$ cat src/rtl/vtpd_pkg.sv
// package for the vertex transform and perspective divide unit
// holds request types, matrix type, register codes and fixed-point constants
// no dependencies
package vtpd_pkg;

  localparam int NUM_REGS  = 8;
  localparam int ADDR_W    = 6;
  localparam int DATA_W    = 64;
  localparam int COORD_W   = 32;
  localparam int FRAC_BITS = 16;
  localparam int PROD_W    = 2 * COORD_W;
  localparam int SUM_W     = PROD_W + 2;
  localparam int DOT_W     = SUM_W - FRAC_BITS;
  localparam int REM_W     = DOT_W + 1;
  localparam int QUO_W     = FRAC_BITS + 17;
  localparam int LANES     = 3;
  localparam int NEAR_ZERO = 66;

  localparam logic [2:0] REG_ROW0_COLS01 = 3'd0;
  localparam logic [2:0] REG_ROW0_COLS23 = 3'd1;
  localparam logic [2:0] REG_ROW1_COLS01 = 3'd2;
  localparam logic [2:0] REG_ROW1_COLS23 = 3'd3;
  localparam logic [2:0] REG_ROW2_COLS01 = 3'd4;
  localparam logic [2:0] REG_ROW2_COLS23 = 3'd5;
  localparam logic [2:0] REG_ROW3_COLS01 = 3'd6;
  localparam logic [2:0] REG_ROW3_COLS23 = 3'd7;

  localparam logic [DATA_W-1:0] ONE_LO = 64'h0000_0000_0001_0000;
  localparam logic [DATA_W-1:0] ONE_HI = 64'h0001_0000_0000_0000;

  typedef struct packed {
    logic                      func;
    logic signed [COORD_W-1:0] in_x;
    logic signed [COORD_W-1:0] in_y;
    logic signed [COORD_W-1:0] in_z;
    logic signed [COORD_W-1:0] in_w;
  } in_req_t;

  typedef struct packed {
    logic signed [COORD_W-1:0] out_x;
    logic signed [COORD_W-1:0] out_y;
    logic signed [COORD_W-1:0] out_z;
    logic                      divided;
    logic                      saturated;
  } out_req_t;

  typedef logic [3:0][3:0][COORD_W-1:0] mat_t;

  typedef struct packed {
    logic                  func;
    logic [3:0][DOT_W-1:0] dot;
  } dot_res_t;

  typedef struct packed {
    logic                        div;
    logic [LANES-1:0]            neg;
    logic [LANES-1:0]            ovf;
    logic [LANES-1:0][COORD_W-1:0] clamp_val;
    logic [LANES-1:0]            clamp_sat;
  } div_ctl_t;

  function automatic logic [DATA_W-1:0] reg_reset(logic [2:0] idx);
    logic [DATA_W-1:0] val;
    unique case (idx)
      REG_ROW0_COLS01: val = ONE_LO;
      REG_ROW1_COLS01: val = ONE_HI;
      REG_ROW2_COLS23: val = ONE_LO;
      REG_ROW3_COLS23: val = ONE_HI;
      default:         val = '0;
    endcase
    return val;
  endfunction

endpackage

$ cat src/rtl/vtpd_cfg_regs.sv
// apb-style matrix register file, eight 64-bit registers at 8-byte spacing
// depends on vtpd_pkg
module vtpd_cfg_regs (
  input  logic                         clk,
  input  logic                         rst_n,
  input  logic                         psel,
  input  logic                         penable,
  input  logic                         pwrite,
  input  logic [vtpd_pkg::ADDR_W-1:0]  paddr,
  input  logic [vtpd_pkg::DATA_W-1:0]  pwdata,
  output logic [vtpd_pkg::DATA_W-1:0]  prdata,
  output logic                         pready,
  output vtpd_pkg::mat_t               mat
);
  import vtpd_pkg::*;

  logic [DATA_W-1:0] regs_r [NUM_REGS];
  logic [2:0]        idx;
  logic              wr_en;

  assign idx    = paddr[ADDR_W-1:3];
  assign wr_en  = psel & penable & pwrite;
  assign prdata = regs_r[idx];
  assign pready = 1'b1;

  always_ff @(posedge clk) begin
    if (!rst_n) begin
      for (int i = 0; i < NUM_REGS; i++) begin
        regs_r[i] <= reg_reset(3'(i));
      end
    end else if (wr_en) begin
      regs_r[idx] <= pwdata;
    end
  end

  always_comb begin
    for (int r = 0; r < 4; r++) begin
      for (int c = 0; c < 4; c++) begin
        if (c % 2 == 1) begin
          mat[r][c] = regs_r[r * 2 + c / 2][DATA_W-1:COORD_W];
        end else begin
          mat[r][c] = regs_r[r * 2 + c / 2][COORD_W-1:0];
        end
      end
    end
  end

endmodule

$ cat config.mk
export PLATFORM = sky130hd
export DESIGN_NAME = vtpd_cfg_regs
export DESIGN_NICKNAME = d
export VERILOG_FILES = /design/src/rtl/vtpd_pkg.sv /design/src/rtl/vtpd_cfg_regs.sv
export SDC_FILE = /design/constraint.sdc
export NUM_CORES = 1
export LEC_CHECK = 0
export ABC_AREA = 1
export BUFFER_PORTS_ARGS = -buffer_cell sky130_fd_sc_hd__buf_4
export CAP_MARGIN = 40
export CORE_AREA = 3 3 254 256
export CTS_CLUSTER_DIAMETER = 200
export DETAILED_ROUTE_END_ITERATION = 10
export DIE_AREA = 0 0 257 259
export GPL_ROUTABILITY_DRIVEN = 0
export HOLD_SLACK_MARGIN = 0.12
export PLACE_DENSITY_LB_ADDON = 0.1
export RECOVER_POWER = 25
export SYNTH_ARGS = -nofsm -noshare
export SYNTH_HDL_FRONTEND = slang
export SYNTH_SLANG_ARGS = --single-unit
$ cat constraint.sdc
create_clock -name clk -period 9.1 [get_ports clk]
set_clock_uncertainty 0.15 [all_clocks]
set_input_delay 1.365 -clock clk [delete_from_list [all_inputs] [get_ports clk]]
set_output_delay 1.365 -clock clk [all_outputs]
set_load 0.01 [all_outputs]
# Yosys cells after proc, flatten, opt, wreduce, memory -nomap -nowiden
# Memory sizes are Yosys's and may differ from the RTL's.
# Index checks and enable logic that the tools add are counted.
# W data, S select, Z words.
# totals
regBits,0
ram_bits,512
output_inout_bits,577
mem_count,1
# classes
mux,10
n_bitwise,2
n_reduce_logical,1
# memory_table
name,words,word_bits,rd,rd_clocked_by_memory_dff,wr,line_no,source
regs_r,8,64,9,0,8,vtpd_cfg_regs.sv:17,logic [DATA_W-1:0] regs_r [NUM_REGS];
# op_table
cell,n
$mux W64,4
$reduce_or A64 Y1,1
$mux W1,5
$mux W3,1
$and A1 B1 Y1,2

# Depth between registers and ports, before layout
# Gate-level depths: netlist of run 1.
# logic_depth
depth_word,7
mapped_depth,9

# Worst setup path after synthesis of run 1
# OpenSTA, ideal clock, no wires.
# synth_timing
kind,input -> register
start,input port rst_n
end,"memory regs_r[1][0], enable pin"
setup_time_ps,424
t_arrival_ps,3567
t_required_ps,8526
setup_slack_ps,4959
cell_stages,8
n_path_buf,4
cell_sequence,buf_4 > nand2_2 > nor2_4 > buf_6 > nand3_2 > buf_6 > buf_6 > nand2_1
# synth_lines
item,line_no,source
"start, declared",vtpd_cfg_regs.sv:5,"input logic rst_n,"
"end, declared",vtpd_cfg_regs.sv:17,

# Worst setup path after layout of run 1
# layout_timing
start,input port paddr[5] (netlist name)
end,output port prdata[62] (netlist name)
# layout_between
elab_chain_len,1
# layout_rtl
item,line_no,source
"start, declared",vtpd_cfg_regs.sv:9,"input logic [vtpd_pkg::ADDR_W-1:0] paddr,"
$mem_v2 Z8 W64,--,
"end, declared",vtpd_cfg_regs.sv:11,"output logic [vtpd_pkg::DATA_W-1:0] prdata,"
# No other way between the ends.

==> results of run 1 <==
[power breakdown]
part	total, mW	switching, mW	internal, mW
sequential	2.81	0.0819	2.72
combinational	0.741	0.519	0.223
clock	2.30	0.967	1.33
total	5.85	1.57	4.28
[final cells by class]
cell class,count,share of cell area (%)
tap,846,3.55
inverter,69,0.907
sequential,512,51.6
clock inverter,40,1.23
timing repair buffer,680,12.7
multi-input combinational,1875,25.1
antenna,3,0.0252
clock buffer,63,4.86
[path summary, 6_finish.rpt]
path | startpoint | endpoint | slack, ps | cells after the start
setup / recovery | paddr[5] | prdata[62] | 3630 | 8
hold / removal | pwdata[13] | regs_r[7][13] | 1020 | 3
[tightest hold or removal path: cells and delay by family]
family | cells | cell delay (ps)
buffers and inverters | 2 | 190
AND/OR/NAND/NOR | 1 | 120
[metal layers]
metal | part of all wire (%) | track usage [%]
met1 | 39 | 35.1
met2 | 48 | 47.2
met3 | 9.0 | 7.39
met4 | 4.3 | 11.8
met5 | 0 | 0
[kinds of logic after synthesis]
family        after synthesis
buf+inv                   224
simple gates             1874
flops                     512
other cells                 1
[stage by stage]
step	instances	power, mW	setup slack, ps
finish	4088	5.85	3630
global route	4086	6.04	3510
CTS	4085	5.96	3630
detailed placement	3982	3.68	3140
global placement	3974	3.67	3180
floorplan	2611	3.21	4960
[placed cells by master (no fill, tap or decap)]
cell,netlist,final
buf_12,0,4
buf_16,0,5
buf_4,17,271
buf_6,25,1
buf_8,0,1
bufinv_16,0,7
clkbuf_1,22,404
clkbuf_16,0,57
clkinv_1,0,17
clkinv_2,0,13
clkinvlp_4,0,3
conb_1,1,1
diode_2,0,3
edfxtp_1,512,512
inv_1,66,66
inv_4,0,1
inv_6,0,1
inv_8,0,1
nand2_1,1338,1330
nand2_2,3,1
nand2_4,0,10
nand3_1,5,5
nand3_4,2,4
nand4_1,8,8
nor2_1,404,404
nor2_2,110,110
nor2_4,1,1
nor3_2,1,1
==> results.ini, run 1 <==
[logic_synthesis]
syn_area_um2 = 24000
yosys-top-cells-count = nand2_1 (1338), edfxtp_1 (512), nor2_1 (404), nor2_2 (110), buf_2 (73)
ys_seq_area_share_pct = 64.2
ys_ff_latch = 512
ys_async_sr_fraction_pct = 0
syn_area_per_cell_um2 = 9.18
synth.area.top_cells = edfxtp_1 (64%), nand2_1 (21%), nor2_1 (6.3%)
synth_cell_types = 19
synth_compound_area_share_pct = 0
synthMuxAreaShare_pct = 0
synth_top_family_by_area = simple AND/OR/NAND/NOR gates
synth_top_area_share_pct = 64.2
synth_simple_gate_area_share_pct = 30.9
yosys_warnings = 0
synth_nets = 2686
synth-adder-area-share_pct = 0
syn_inst = 2611
ys_dominant_reg_cell = edfxtp_1
synthXorXnorAreaFrac_pct = 0
yosysMostFrequentCell = nand2_1
synth_top_area_cell = edfxtp_1
synth_edf_count = 512

[routing]
antenna_left = 0
vias = 20420
route.detailed.drc = 0
dr.pass1.iters = 5
drt_wl_total_um = 98100
wl_per_cell_um = 24.0
drtIter0Drc = 1786
viasPerCell = 5.00

[timing]
slew_violations = 0
fin_tns_setup_ps = 0
setup_violations = 0
fin_hold_ws_ps = 1020
worstMarginPinSlew_ps = 951
min_period_ps = 5470
period_share_pct = 60.1
slew_headroom_pct = 36.6
hold_viol = 0
rsz0062_at_grt = no
max_freq_mhz = 183

[layout]
utilization_pct = 47.5
reg_top3 = regs_r (512)
top_register = regs_r
multi_input_area_um2 = 7490
synthToLayoutAreaGrowth_pct = 24.3
seq_area_um2 = 15400
drive_above_1_share_pct = 15.2
fillers = 6327
largest_reg_flops = 512
fin_nets = 3269
finalInstanceArea_um2 = 29800

[setup_path]
crit_chain = buf_4 > clkinv_2 > buf_4 > nand4_1 > nand2_1 > nor2_1 > nand2_1 > buf_4
cp-start-kind = input pin
path_delay_family = buffers and inverters
critPathKind = input pin to output pin
max_stage_delay_ps = 720
cpMostUsedCell = buf_4
cp_slowest_cell = clkinv_2
cp_num_buf_inv = 4
cp_max_fo = 45
end_kind = output pin
cp_data_arrival_time_ps = 3950
crit_required_ps = 7590

[clock_tree]
cts_root_buffer = clkbuf_16
cts_tree = yes
clockBufferDepth = 3
ctsResizeCount = 0
cts_made_buffers = 56
htreeDepth = 2
cts_setup_buffers = 0
ctsHoldBuffers = 0
clock-sinks = 512
path_clk_slew_ps = 60

[floorplanning]
fp.dieW_um = 257
ioPinCount = 652
die_area_um2 = 66600
fp-row-count = 92
start_util_pct = 38.2
coreArea_um2 = 62700
die_y_um = 259

[global_route]
grt-ovfl-total = 0
grt_antenna_before_repair = 2
grt_first_pass_wirelength_um = 139000
grt_usage_pct = 28.4
grt_max_degree = 162
grt_pass1_vias = 19839

[power_and_ir_drop]
pwr_density_cell_nw_per_um2 = 196
ir_worst_vdd_mv = 0.156
leakage_nw = 13.1

[flow_run]
maxCapViolCount = 0

[place]
port_buffers = 647
detailed_place_hpwl_um = 61400
post_dp_cell_area_um2 = 29500

[outcome]
run_status = completed

[worst_hold_path]
hp-class = input pin to flop

(Power assumes the default switching activity.)
==> run 2, diff against run 1 <==
--- a/config.mk
+++ b/config.mk
@@ -8,10 +8,10 @@
 export ABC_AREA = 1
 export BUFFER_PORTS_ARGS = -buffer_cell sky130_fd_sc_hd__buf_4
 export CAP_MARGIN = 40
-export CORE_AREA = 3 3 254 256
+export CORE_AREA = 3 3 251 253
 export CTS_CLUSTER_DIAMETER = 200
 export DETAILED_ROUTE_END_ITERATION = 10
-export DIE_AREA = 0 0 257 259
+export DIE_AREA = 0 0 254 256
 export GPL_ROUTABILITY_DRIVEN = 0
 export HOLD_SLACK_MARGIN = 0.12
 export PLACE_DENSITY_LB_ADDON = 0.1
==> constraint.sdc (replaced) <==
create_clock -name clk -period 5.5 [get_ports clk]
set_clock_uncertainty 0.15 [all_clocks]
set_input_delay 0.825 -clock clk [delete_from_list [all_inputs] [get_ports clk]]
set_output_delay 0.825 -clock clk [all_outputs]
set_load 0.01 [all_outputs]
==> run 2 against run 1 <==
  * The run now ends with capacitance limit, slew limit left
  * Sequential power increased by 65%
  * Sequential share of layout area decreased by 0.60 points
  * Count of clock-buffer cells in the layout increased by 10
  * Via count increased by 0.28%
  * Routed wire length decreased by 1.7%
  * Clock power increased by 69%
  * Sequential cell count unchanged
  * Critical endpoint is now prdata[41]
  * Critical path depth increased by 2
  * Cell count decreased by 1.2%
  * Global-route usage increased by 0.54 points
  * Power increased by 67%
==> results.ini, run 2 (synthesis gave the netlist of run 1 again) <==
[outcome]
run_status = finished, violations left
violations = capacitance limit, slew limit

[floorplanning]
start_util_pct = 39.1  ; +0.92 points
fp.dieW_um = 254  ; -1.2%
die_area_um2 = 65000  ; -2.3%
ioPinCount = 652  ; unchanged
die_y_um = 256  ; -1.2%
fp-row-count = 91  ; -1.1%
coreArea_um2 = 61300  ; -2.4%

[setup_path]
cp_data_arrival_time_ps = 3050  ; -900 ps
critPathKind = input pin to output pin
cp-start-kind = input pin
cp_max_fo = 129  ; +190%
end_kind = output pin
crit_required_ps = 4530  ; -3060 ps

[worst_hold_path]
hold_start = pwdata[13]
whs_path_depth = 3  ; unchanged
whs_endpoint = regs_r[5][13]
hp-class = input pin to flop

[timing]
hold_viol = 0  ; unchanged
rsz0062_at_grt = no
min_period_ps = 4020
period_share_pct = 73.1
slew_violations = 55  ; +55
slew_headroom_pct = -43.8  ; -80 points
setup_violations = 0  ; unchanged
worstMarginPinSlew_ps = 2160  ; +1210 ps
fin_tns_setup_ps = 0  ; unchanged
max_freq_mhz = 249

[clock_tree]
htreeDepth = 2  ; unchanged
cts_root_buffer = clkbuf_16
cts_setup_buffers = 0  ; unchanged
cts_tree = yes
ctsResizeCount = 0  ; unchanged
clock-sinks = 512  ; unchanged
ctsHoldBuffers = 0  ; unchanged
cts_made_buffers = 57  ; +1.8%
path_clk_slew_ps = 60  ; about the same
clockBufferDepth = 3  ; unchanged

[routing]
drtIter0Drc = 1840  ; +3.0%
antenna_left = 0  ; unchanged
wl_per_cell_um = 23.9  ; -0.50%
vias = 20477  ; +0.28%
dr.pass1.iters = 8  ; +3
viasPerCell = 5.07  ; +1.5%
route.detailed.drc = 0  ; unchanged
drt_wl_total_um = 96500  ; -1.7%

[layout]
layout_commonest_cell = nand2_1
fin_nets = 3277  ; +0.24%
reg_top3 = regs_r (512)
seq_area_um2 = 15400  ; unchanged
layout_common_cells = nand2_1 (1332), edfxtp_1 (512), nor2_1 (404), clkbuf_1 (352), buf_4 (330)
fillers = 6028  ; -4.7%
largest_reg_flops = 512  ; unchanged
multi_input_area_um2 = 7470  ; -0.20%
synthToLayoutAreaGrowth_pct = 25.8
top_register = regs_r
drive_above_1_share_pct = 17.2  ; +2.0 points
utilization_pct = 49.2  ; +1.7 points

[global_route]
grt_pass1_vias = 19624  ; -1.1%
grt_max_degree = 130  ; -20%
grt_usage_pct = 28.9  ; +0.54 points
grt_antenna_before_repair = 2  ; unchanged
grt-ovfl-total = 0  ; unchanged
grt_first_pass_wirelength_um = 138000  ; -0.62%

[place]
port_buffers = 647  ; unchanged
detailed_place_hpwl_um = 62400  ; +1.6%

[flow_run]
maxCapViolCount = 2  ; +2

[power_and_ir_drop]
pwr_density_cell_nw_per_um2 = 324  ; +65%
leakage_nw = 13.4  ; +2.3%
ir_worst_vdd_mv = 0.251  ; +61%

## run 2: cell type report
type / instances / share of cell area [%]
Sequential cell: 512 / 51.0
Multi-Input combinational cell: 1875 / 24.8
Timing Repair Buffer: 687 / 13.8
Clock buffer: 73 / 5.07
Tap cell: 790 / 3.28
Clock inverter: 32 / 1.11
Inverter: 69 / 0.897
Antenna cell: 1 / 0.00830
## run 2: routing by layer
layer  global-route usage (%)  vias to the layer above  part of all wire, %
li1                         -                     9412                    -
met2                     47.2                     1057                   47
met4                     11.7                        2                  4.4
met5                        0                        -               0.0052
met1                     36.7                     9809                   39
met3                     7.33                      197                  9.4
## run 2: critical path, cell delays in order
cell     delay [ps]
buf_8           220
inv_8           660
buf_4           600
nand2_1         100
nand2_1         120
nand2_1          60
nand2_1          70
nand2_1          50
nand2_1         110
buf_4           120
## run 2: how the worst max path moves through the flow
stage	slack, ps	end	start
finish	1480	prdata[41]	paddr[3]
global route	1270	prdata[30]	paddr[3]
CTS	1450	prdata[41]	paddr[3]
detailed placement	1410	regs_r[1][8]	rst_n
global placement	1410	regs_r[1][53]	rst_n
floorplan	1900	regs_r[1][0]	rst_n
## run 2: power by group
part | internal, mW | switching, mW
Combinational | 0.396 | 0.850
Clock | 2.28 | 1.60
Sequential | 4.51 | 0.143
Total | 7.19 | 2.59
## run 2: metrics by stage
stage               instances  worst slack [ps]  power, mW  hold slack, ps  cell area [µm²]
finish                   4039              1480       9.78             482            30100
global route             4038              1270       10.1             486            30100
CTS                      4038              1450       9.94             447            31400
detailed placement       3933              1410       6.10            1100            29600
global placement         3923              1410       6.09            1100            29300
floorplan                2611              1900       5.31             963            24000
